File: config.mk
export PLATFORM = sky130hd
export DESIGN_NAME = nlp_ctrl
export DESIGN_NICKNAME = d
export VERILOG_FILES = /design/src/rtl/nlp_pkg.sv /design/src/rtl/nlp_ctrl.sv
export SDC_FILE = /design/constraint.sdc
export NUM_CORES = 1
export LEC_CHECK = 0
export ABC_AREA = 0
export BUFFER_PORTS_ARGS = -buffer_cell sky130_fd_sc_hd__buf_4
export CAP_MARGIN = 20
export CORE_ASPECT_RATIO = 0.6
export CORE_MARGIN = 2
export CORE_UTILIZATION = 35
export CTS_CLUSTER_SIZE = 14
export DETAILED_ROUTE_END_ITERATION = 10
export GPL_TIMING_DRIVEN = 0
export SYNTH_ARGS = -nofsm -noshare
export SYNTH_HDL_FRONTEND = slang
export SYNTH_SLANG_ARGS = --single-unit
File: constraint.sdc
create_clock -name clock -period 3.9 [get_ports clock]
set_input_delay 0.78 -clock clock [delete_from_list [all_inputs] [get_ports clock]]
set_output_delay 0.78 -clock clock [all_outputs]
set_load 0.02 [all_outputs]
File: src/rtl/nlp_pkg.sv
package nlp_pkg;

   localparam int MAX_DEGREE = 63;
   localparam int FRAC_BITS  = 30;
   localparam int WORK_BITS  = 48;

   localparam int VAL_W = 65;
   localparam int RAT_W = 14;
   localparam int DVD_W = RAT_W + WORK_BITS;
   localparam int RAD_W = 64 + WORK_BITS;
   localparam int ROOT_W = RAD_W / 2;

   typedef logic signed [VAL_W-1:0] val_type;

   localparam val_type ONE_W = val_type'(1) <<< WORK_BITS;
   localparam logic [63:0] SAT_MAG = 64'd1 << 62;

   typedef enum logic [4:0] {
      ST_IDLE, ST_CHECK, ST_OMX, ST_DIAG_DIV, ST_DIAG_MUL1, ST_DIAG_MUL2, ST_DIAG_TEST,
      ST_SCALE_DIV, ST_SCALE_MUL, ST_P0_SQRT, ST_C23_SQRT, ST_P1_MUL1, ST_P1_MUL2,
      ST_REC_TEST, ST_REC_FDIV, ST_REC_FSQRT, ST_REC_IDIV, ST_REC_ISQRT,
      ST_REC_MUL1, ST_REC_MUL2, ST_REC_MUL3, ST_EMIT
   } state_type;

   typedef enum logic [1:0] {OP_NONE, OP_MUL, OP_SQRT, OP_DIV} op_type;

   typedef enum logic [3:0] {
      SRC_X, SRC_OMX2, SRC_PROD, SRC_P0, SRC_P1, SRC_T, SRC_FCT, SRC_INV, SRC_DIFF, SRC_C23
   } src_type;

   typedef enum logic [3:0] {
      DST_NONE, DST_T, DST_A, DST_FCT, DST_INV, DST_PROD, DST_P1, DST_OMX2, DST_P0, DST_SHIFT
   } dst_type;

   typedef enum logic [1:0] {RAT_DIAG, RAT_SCALE, RAT_FCT, RAT_INV} rat_type;

   typedef enum logic [1:0] {CNT_HOLD, CNT_INC, CNT_K} cnt_type;

   typedef struct packed {
      logic    load;
      logic    start;
      op_type  op;
      src_type src_a;
      src_type src_b;
      dst_type dst;
      rat_type rat;
      cnt_type cnt;
      logic    emit;
   } cmd_type;

   typedef struct packed {
      logic rsp_free;
      logic err;
      logic m_zero;
      logic n_eq_m;
      logic cnt_le_m;
      logic cnt_le_n;
      logic done;
   } stat_type;

endpackage

File: src/rtl/nlp_ctrl.sv
module nlp_ctrl import nlp_pkg::*; (
   input  logic     clock,
   input  logic     reset,
   input  logic     req_tvalid,
   input  stat_type st,
   output logic     req_tready,
   output cmd_type  cmd
);

   state_type state_ff, state_in;
   logic      issued_ff, issued_in;

   always_comb begin
      state_in   = state_ff;
      req_tready = 1'b0;
      cmd        = '0;
      cmd.op     = OP_NONE;
      cmd.src_a  = SRC_X;
      cmd.src_b  = SRC_X;
      cmd.dst    = DST_NONE;
      cmd.rat    = RAT_DIAG;
      cmd.cnt    = CNT_HOLD;

      unique case (state_ff)
         ST_IDLE: begin
            req_tready = 1'b1;
            cmd.load   = req_tvalid;
            if (cmd.load) begin
               state_in = ST_CHECK;
            end
         end
         ST_CHECK: begin
            if (st.err) begin
               state_in = ST_EMIT;
            end else if (st.m_zero) begin
               state_in = ST_SCALE_DIV;
            end else begin
               state_in = ST_OMX;
            end
         end
         ST_OMX: begin
            cmd.op = OP_MUL; cmd.src_a = SRC_X; cmd.src_b = SRC_X; cmd.dst = DST_OMX2;
            if (st.done) state_in = ST_DIAG_DIV;
         end
         ST_DIAG_DIV: begin
            cmd.op = OP_DIV; cmd.rat = RAT_DIAG; cmd.dst = DST_T;
            if (st.done) state_in = ST_DIAG_MUL1;
         end
         ST_DIAG_MUL1: begin
            cmd.op = OP_MUL; cmd.src_a = SRC_OMX2; cmd.src_b = SRC_T; cmd.dst = DST_T;
            if (st.done) state_in = ST_DIAG_MUL2;
         end
         ST_DIAG_MUL2: begin
            cmd.op = OP_MUL; cmd.src_a = SRC_PROD; cmd.src_b = SRC_T; cmd.dst = DST_PROD;
            if (st.done) begin
               cmd.cnt  = CNT_INC;
               state_in = ST_DIAG_TEST;
            end
         end
         ST_DIAG_TEST: begin
            state_in = st.cnt_le_m ? ST_DIAG_DIV : ST_SCALE_DIV;
         end
         ST_SCALE_DIV: begin
            cmd.op = OP_DIV; cmd.rat = RAT_SCALE; cmd.dst = DST_T;
            if (st.done) state_in = ST_SCALE_MUL;
         end
         ST_SCALE_MUL: begin
            cmd.op = OP_MUL; cmd.src_a = SRC_PROD; cmd.src_b = SRC_T; cmd.dst = DST_T;
            if (st.done) state_in = ST_P0_SQRT;
         end
         ST_P0_SQRT: begin
            cmd.op = OP_SQRT; cmd.src_a = SRC_T; cmd.dst = DST_P0;
            if (st.done) state_in = st.n_eq_m ? ST_EMIT : ST_C23_SQRT;
         end
         ST_C23_SQRT: begin
            cmd.op = OP_SQRT; cmd.src_a = SRC_C23; cmd.dst = DST_T;
            if (st.done) state_in = ST_P1_MUL1;
         end
         ST_P1_MUL1: begin
            cmd.op = OP_MUL; cmd.src_a = SRC_X; cmd.src_b = SRC_T; cmd.dst = DST_T;
            if (st.done) state_in = ST_P1_MUL2;
         end
         ST_P1_MUL2: begin
            cmd.op = OP_MUL; cmd.src_a = SRC_T; cmd.src_b = SRC_P0; cmd.dst = DST_P1;
            if (st.done) begin
               cmd.cnt  = CNT_K;
               state_in = ST_REC_TEST;
            end
         end
         ST_REC_TEST: begin
            state_in = st.cnt_le_n ? ST_REC_FDIV : ST_EMIT;
         end
         ST_REC_FDIV: begin
            cmd.op = OP_DIV; cmd.rat = RAT_FCT; cmd.dst = DST_T;
            if (st.done) state_in = ST_REC_FSQRT;
         end
         ST_REC_FSQRT: begin
            cmd.op = OP_SQRT; cmd.src_a = SRC_T; cmd.dst = DST_FCT;
            if (st.done) state_in = ST_REC_IDIV;
         end
         ST_REC_IDIV: begin
            cmd.op = OP_DIV; cmd.rat = RAT_INV; cmd.dst = DST_T;
            if (st.done) state_in = ST_REC_ISQRT;
         end
         ST_REC_ISQRT: begin
            cmd.op = OP_SQRT; cmd.src_a = SRC_T; cmd.dst = DST_INV;
            if (st.done) state_in = ST_REC_MUL1;
         end
         ST_REC_MUL1: begin
            cmd.op = OP_MUL; cmd.src_a = SRC_X; cmd.src_b = SRC_P1; cmd.dst = DST_A;
            if (st.done) state_in = ST_REC_MUL2;
         end
         ST_REC_MUL2: begin
            cmd.op = OP_MUL; cmd.src_a = SRC_P0; cmd.src_b = SRC_INV; cmd.dst = DST_T;
            if (st.done) state_in = ST_REC_MUL3;
         end
         ST_REC_MUL3: begin
            cmd.op = OP_MUL; cmd.src_a = SRC_DIFF; cmd.src_b = SRC_FCT; cmd.dst = DST_SHIFT;
            if (st.done) begin
               cmd.cnt  = CNT_INC;
               state_in = ST_REC_TEST;
            end
         end
         ST_EMIT: begin
            cmd.emit  = st.rsp_free;
            cmd.src_a = st.n_eq_m ? SRC_P0 : SRC_P1;
            if (st.rsp_free) begin
               state_in = ST_IDLE;
            end
         end
         default: state_in = ST_IDLE;
      endcase

      cmd.start = (cmd.op != OP_NONE) && !issued_ff;
      issued_in = (cmd.op != OP_NONE) && !st.done;
   end

   always_ff @(posedge clock) begin
      if (reset) begin
         state_ff  <= ST_IDLE;
         issued_ff <= 1'b0;
      end else begin
         state_ff  <= state_in;
         issued_ff <= issued_in;
      end
   end

endmodule

# After elaboration in Yosys (flattened, before gate mapping)
# Index checks and enable logic that the tools add are counted.
[word_totals]
ff_bits = 6
inputBits = 10
output_inout_bits = 22
wordCells = 93
[op_classes]
eq_ne = 39
n_mux = 36
reduce_logical = 16
[op_table]
columns = ["cell", "count"]
rows = [
  ["$mux 5", 21],
  ["$pmux 5 s21", 1],
  ["$eq 5x4->1 const B", 8],
  ["$pmux 4 s9", 1],
  ["$ne 2x2->1 const B", 17],
  ["$eq 5x5->1 const B", 6],
  ["$pmux 4 s7", 1],
  ["$eq 5x3->1 const B", 4],
  ["$reduce_and 18->1", 1],
  ["$reduce_or 9->1", 2],
  ["$reduce_or 4->1", 4],
  ["$pmux 3 s5", 1],
  ["$pmux 2 s3", 2],
  ["$eq 5x2->1 const B", 2],
  ["$mux 3", 3],
  ["$reduce_or 2->1", 3],
  ["$eq 5x1->1 const B", 1],
  ["$logic_not 5->1", 1],
  ["$mux 1", 4],
  ["$pmux 2 s2", 1],
  ["$logic_and 1x1->1", 2],
  ["$logic_not 1->1", 2],
  ["$mux 2", 1],
  ["$ne 2x1->1 const B", 1],
  ["$reduce_bool 2->1", 1],
]

# Logic depth before layout (Yosys ltp)
# Gate-level depths: netlist of the first run.
[logic_depth]
ltp_word = 5
depth_mapped = 7
mapped_depth_nobuf = 5

# Worst setup path before layout of the first run
# Ideal clock, no wire load.
[synth_path]
path_type = "register to output"
from = "reg state_ff[1]"
to = "out cmd[5] (netlist name)"
t_arrival_ns = 1.625
required_ns = 3.120
setup_slack_ns = 1.495
path_stages_with_launch = 6
n_path_buf = 3
path_cell_list = "dfxtp_1 buf_2 buf_2 buf_1 nor2_1 a211oi_1"
[synth_rtl]
columns = ["item", "line", "rtl"]
rows = [
  ["from (decl)", "nlp_ctrl.sv:10", "state_type state_ff, state_in;"],
  ["from (signal assigned)", "nlp_ctrl.sv:143", "state_ff <= state_in;"],
  ["to (decl)", "nlp_ctrl.sv:7", "output cmd_type cmd"],
]

==> flow_metrics.py, run 1 <==
metrics = {
    "drt": {
        "routed-wl-met2_um": 1610,
        "postRouteAntennaNets": 0,
        "detail_route.wl_per_cell_um": 16.3,
        "drt_iter0_markers": 253,
        "avgViaCountPerCell": 6.06,
        "totalWireLength_um": 4060,
        "met3RoutedLength_um": 555,
        "wirelength_met1_um": 1890,
        "detailed_route_via_count": 1508,
        "detail_route.drc_violations": 0,
        "topRoutingLayerUsed": "met3",
        "drtPass1Iterations": 4,
    },
    "clock_tree": {
        "clock_sink_count": 6,
        "clk_latency_ns": 0.22,
        "cts_hold_buf": 0,
        "clk_transition_reported_paths_ns": 0.04,
        "cts_resized": 0,
        "tritoncts.num_buffers": 3,
        "tritoncts": "built",
        "ctsLongestPathBuffers": 2,
        "clk_root_buffer_cell": "clkbuf_8",
        "cts-htree-levels": 1,
        "cts_setup_buffers": 0,
    },
    "global_route": {
        "first_pass_grt_wire_length_um": 6310,
        "grt_pass1_vias": 1204,
        "grt_antenna_before_repair": 0,
        "grt_remaining_overflow": 0,
        "grt_start_max_net_pins": 11,
        "gr_usage_total_pct": 22.1,
    },
    "min_path": {
        "worstHoldStart": "reset",
        "min-delay-path-class": "in2reg",
        "min_to": "issued_ff",
        "worst_hold_path.num_cells": 2,
    },
    "setup_path": {
        "worst_ep_required_time_ns": 3.12,
        "worstSetupStartpointType": "register",
        "path_max_fanout": 10,
        "regToRegSetupSlack_ns": 2.13,
        "crit_path_end_kind": "primary output",
        "cp_data_arrival_time_ns": 2.02,
        "worst-setup-path-type": "reg2out",
        "timing.rr.start": "state_ff[2]",
        "reg2regPathDepth": 7,
        "worst_r2r_endpoint": "state_ff[4]",
    },
    "yosys": {
        "synthCells": 174,
        "synth_seq_cells": 6,
        "syn-num-nets": 184,
        "synthesis.area_mm2": 0.00111,
        "synth.yosys.warnings": 0,
        "yosys.cell_types.count": 51,
        "yosysSeqAreaShare_pct": 10.8,
        "post_synth.cell_area_avg_um2": 6.40,
    },
    "timing": {
        "final.period_utilization_pct": 71.8,
        "rsz0062_at_grt": "no",
        "finalHoldWorstSlack_ns": 0.774,
        "max_clock_freq_mhz": 357,
        "worst-slew-pin-transition_ns": 0.567,
        "min_period_ns": 2.80,
        "report.final.slew_viol_count": 0,
        "clock_skews_ns": 0.000890,
        "timing_hold_violations_final": 0,
        "max_slew_margin_pct": 62.2,
        "setup_total_negative_slack_ns": 0,
        "setup-violations-final": 0,
    },
    "floorplanning": {
        "fp.dieW_um": 76.8,
        "effective_utilization_at_floorplan_pct": 37.8,
        "io_pins": 32,
        "die_height_um": 47.7,
        "row_count": 15,
        "coreArea_mm2": 0.00295,
        "total_die_area_mm2": 0.00366,
    },
    "power_and_ir_drop": {
        "fin_total_pwr_w": 0.00129,
        "power.leakage_nw": 0.594,
        "ir_worst_vdd_v": 0.000297,
        "p_per_area_mw_per_mm2": 899,
    },
    "outcome": {
        "result_of_the_run": "finished clean",
    },
    "flow_run": {
        "max_cap_viol_count": 0,
    },
    "layout": {
        "n_antenna_cell": 0,
        "post_layout_nets": 219,
        "post-route-util_pct": 48.6,
        "flow.area_growth_from_synthesis_pct": 28.7,
        "drive_gt1_share_pct": 27.5,
        "layout.filler_cells": 325,
        "finalInstanceArea_mm2": 0.00143,
    },
    "placed_design": {
        "dpl_cell_area_mm2": 0.00139,
        "gp_congestion": 0.942,
        "place.port_buffers": 30,
        "hpwlAfterDp_um": 3070,
    },
}
-- cells by family after synthesis --
family / after synthesis / share of synthesized area [%]
simple gates: 74 / 34.6
compound gates: 66 / 41.6
buf+inv: 26 / 11.9
flops: 6 / 10.8
xor+xnor: 1 / 0.787
other cells: 1 / 0.337
-- Yosys cell counts (all sizes together) --
cell type	n	area [um2]
a22oi	5	51.3
and3	1	6.26
o21ai	18	90.1
nand2	15	56.3
o221ai	1	15.0
conb	1	3.75
or3	1	11.3
o21a	1	7.51
nor4	3	25.0
o21bai	1	7.51
a311oi	2	17.5
nor3	9	50.1
or2	1	6.26
a21oi	16	80.1
nor3b	1	7.51
nor2b	2	12.5
a32oi	3	26.3
o211ai	2	28.8
a211oi	7	57.6
buf	14	87.6
nand2b	7	43.8
o22ai	1	6.26
o31ai	2	15.0
a31oi	1	6.26
nor2	18	70.1
inv	7	26.3
a21o	1	7.51
a221o	1	10.0
a32o	1	10.0
dfxtp	6	120
a221oi	2	17.5
clkbuf	5	18.8
and2	2	12.5
nand4	2	12.5
o2bb2ai	1	8.76
nand3	8	40.0
and2b	4	31.3
xor2	1	8.76
-- metrics by stage --
stage / instances / setup WS, ns
after floorplan: 174 / 1.50
after global placement: 246 / 1.38
after detailed placement: 246 / 1.40
after CTS: 249 / 1.15
after global routing: 249 / 0.915
final: 249 / 1.10
-- placed cells by master, fill, tap and decap left out, types with 3 or more instances in the layout --
cell,instances
o21ai_0,12
clkbuf_1,5
a21oi_1,16
inv_1,4
dfxtp_1,6
nand2b_1,7
nor3_1,8
inv_2,3
nor2_1,17
buf_4,33
clkbuf_8,3
a211oi_1,6
a32oi_1,3
and2b_1,3
buf_2,7
o21ai_1,6
a22oi_1,4
nand2_1,15
nand3_1,8
-- layer usage --
metal | vias to the layer above | global-route usage (%)
met4 | 0 | 2.55
met5 | - | 0
met2 | 108 | 31.1
met1 | 693 | 33.9
met3 | 0 | 6.04
li1 | 707 | -
-- critical path, stage by stage (launching register included) --
cell and delay, ns:
dfxtp_1 0.39, buf_2 0.25, buf_2 0.26, buf_1 0.38, nand4_1 0.21, o21ai_1 0.15, buf_4 0.16
-- layout make-up --
class / count / area (um2) / area share (%)
multi-input combinational: 142 / 861 / 60.1
timing repair buffer: 30 / 225 / 15.7
sequential: 6 / 120 / 8.38
buffer: 19 / 106 / 7.42
tap: 42 / 52.6 / 3.67
clock buffer: 3 / 41.3 / 2.88
inverter: 7 / 26.3 / 1.83
-- state kept, by name, indices dropped and copies added (netlist names) --
name	cells
state_ff	5
issued_ff	1
-- worst max path at each step --
stage	to	slack (ns)	startpoint	cells after the start
floorplan	cmd[5]	1.50	state_ff[1]	5
global placement	cmd[10]	1.38	state_ff[1]	6
detailed placement	cmd[10]	1.40	state_ff[1]	6
CTS	cmd[10]	1.15	state_ff[1]	6
global route	cmd[14]	0.91	state_ff[1]	6
finish	cmd[14]	1.10	state_ff[1]	6
-- power breakdown --
group / switching, W / leakage [nW] / internal [W]
Sequential: 0.0000227 / 0.0498 / 0.0000846
Combinational: 0.000681 / 0.523 / 0.000408
Clock: 0.0000250 / 0.0216 / 0.0000662
Power figures use the tool's default switching activity.
==> run 2: changes to the inputs <==
==> constraint.sdc (replaced) <==
create_clock -name clock -period 2.5 [get_ports clock]
set_input_delay 0.5 -clock clock [delete_from_list [all_inputs] [get_ports clock]]
set_output_delay 0.5 -clock clock [all_outputs]
set_load 0.02 [all_outputs]
==> run 2 against run 1 <==
  * Clock power rose by 56%
  * Wire length shrank 0.37%
  * Global-route usage is the same
  * Design area about the same
  * Sequential power grew 56%
  * Clock skew barely moved
  * Critical path depth stayed put
  * Critical endpoint is now cmd[10]
  * Count of clock-buffer cells in the layout unchanged
  * Critical path type unchanged
  * Highest routed layer unchanged
  * Die area unchanged
  * Combinational power up 56%
  * Sequential share of layout area barely moved
==> flow_metrics.py, run 2 (synthesis gave the netlist of run 1 again) <==
metrics = {
    "drt": {
        "drtPass1Iterations": 4,
        "totalWireLength_um": 4040,
        "postRouteAntennaNets": 0,
        "topRoutingLayerUsed": "met3",
        "wirelength_met1_um": 1880,
        "detail_route.drc_violations": 0,
        "met3RoutedLength_um": 581,
        "routed-wl-met2_um": 1580,
        "detailed_route_via_count": 1488,
        "avgViaCountPerCell": 6.00,
        "drt_iter0_markers": 244,
        "detail_route.wl_per_cell_um": 16.3,
    },
    "power_and_ir_drop": {
        "p_per_area_mw_per_mm2": 1400,
        "ir_worst_vdd_v": 0.000460,
        "fin_total_pwr_w": 0.00201,
        "power.leakage_nw": 0.600,
    },
    "outcome": {
        "result_of_the_run": "finished clean",
    },
    "placed_design": {
        "post-place-ws_ns": 0.276,
        "hpwlAfterDp_um": 3070,
        "place.port_buffers": 30,
        "placed_cells": 246,
        "gp_congestion": 0.942,
        "dpl_cell_area_mm2": 0.00139,
    },
    "setup_path": {
        "worstSetupStartpointType": "register",
        "path_max_fanout": 10,
        "worst-setup-path-type": "reg2out",
        "critical-path-slowest-cell": "dfxtp_1",
        "cp_data_arrival_time_ns": 1.84,
        "worst_ep_required_time_ns": 2.00,
        "timing.critical_path.mode_cell": "buf_2",
        "crit_path_max_incr_delay_ns": 0.39,
        "path_cells": "buf_2 -> buf_2 -> buf_2 -> nand4_1 -> o31ai_1 -> buf_4",
        "crit_path_end_kind": "primary output",
    },
    "clock_tree": {
        "cts_hold_buf": 0,
        "ctsLongestPathBuffers": 2,
        "tritoncts": "built",
        "clock_sink_count": 6,
        "clk_latency_ns": 0.22,
        "cts-htree-levels": 1,
        "clk_root_buffer_cell": "clkbuf_8",
        "clk_transition_reported_paths_ns": 0.04,
        "tritoncts.num_buffers": 3,
    },
    "layout": {
        "largest_reg_flops": 5,
        "post_layout_nets": 218,
        "drive_gt1_share_pct": 28.6,
        "regMostFlops": "state_ff",
        "final_cell_mix": "buf_4, nor2_1, a21oi_1, nand2_1, o21ai_0",
        "flow.area_growth_from_synthesis_pct": 28.5,
        "n_antenna_cell": 0,
        "layout.cells.non_filler": 248,
        "finalInstanceArea_mm2": 0.00143,
        "layout.filler_cells": 325,
        "mostFrequentLayoutCell": "buf_4",
        "biggestRegsByFlops": "state_ff (5), issued_ff (1)",
    },
    "timing": {
        "report.final.slew_viol_count": 0,
        "max_slew_margin_pct": 62.9,
        "setup-violations-final": 0,
        "timing.final.ws_setup_ns": 0.156,
        "setup_total_negative_slack_ns": 0,
        "timing_hold_violations_final": 0,
        "min_period_ns": 2.34,
        "worst-slew-pin-transition_ns": 0.557,
        "max_clock_freq_mhz": 427,
        "rsz0062_at_grt": "no",
        "final.period_utilization_pct": 93.8,
        "clock_skews_ns": 0.000884,
    },
    "floorplanning": {
        "row_count": 15,
        "total_die_area_mm2": 0.00366,
        "io_pins": 32,
        "fp.dieW_um": 76.8,
        "die_height_um": 47.7,
        "coreArea_mm2": 0.00295,
        "effective_utilization_at_floorplan_pct": 37.8,
    },
    "global_route": {
        "grt_antenna_before_repair": 0,
        "grt_remaining_overflow": 0,
        "first_pass_grt_wire_length_um": 6310,
        "grt_pass1_vias": 1204,
        "grt_start_max_net_pins": 11,
        "gr_usage_total_pct": 22.1,
    },
    "min_path": {
        "min-delay-path-class": "in2reg",
    },
    "flow_run": {
        "max_cap_viol_count": 0,
    },
}
-- run 2: cell count changes in the layout (fill, tap and decap cells not counted), sizes merged --
| cell | change |
|---|---|
| buf | -1 |
-- run 2: area by class of cell --
class                           instances  area (um2)  area share (%)
Timing Repair Buffer                   30         225            15.7
Multi-Input combinational cell        142         861            60.1
Buffer                                 18         105            7.34
Tap cell                               42        52.6            3.67
Sequential cell                         6         120            8.39
Clock buffer                            3        41.3            2.88
Inverter                                7        26.3            1.84
-- run 2: through the flow --
stage / utilization [%] / hold slack [ns]
after global routing: 48.6 / 0.486
after CTS: 48.6 / 0.486
final: 48.6 / 0.492
after floorplan: - / 0.572
after detailed placement: 47.2 / 0.713
after global placement: 47.2 / 0.716
-- run 2: where the power goes --
group	total (W)	switching (W)	internal (W)
Sequential	0.000167	0.0000355	0.000132
Clock	0.000142	0.0000390	0.000103
Combinational	0.00170	0.00106	0.000638
Total	0.00201	0.00114	0.000873
-- run 2: repair_timing --
item | 4_1_cts | 5_1_grt
gates resized for setup | 0 | 3
setup buffers | 0 | 0
setup endpoints to repair | 0 | 7
-- run 2: critical path, delay by kind of cell (launching register included) --
family                 cells  cell delay [ns]
buffers and inverters      4             0.94
flip-flops                 1             0.39
AND/OR/NAND/NOR            1             0.17
AO/OA/AOI/OAI              1             0.12
-- run 2: worst paths after layout --
check	from	endpoint	slack (ns)	cells past startpoint
min	reset	issued_ff	0.49	2
min reg2reg	state_ff[1]	state_ff[2]	0.81	4
max	state_ff[1]	cmd[10]	0.16	6
max reg2reg	state_ff[2]	state_ff[3]	0.68	7
-- run 2: per-layer routing --
layer	vias up	GRT usage, %
met5	-	0
met3	0	6.04
li1	701	-
met2	108	31.1
met1	679	33.9
met4	0	2.55
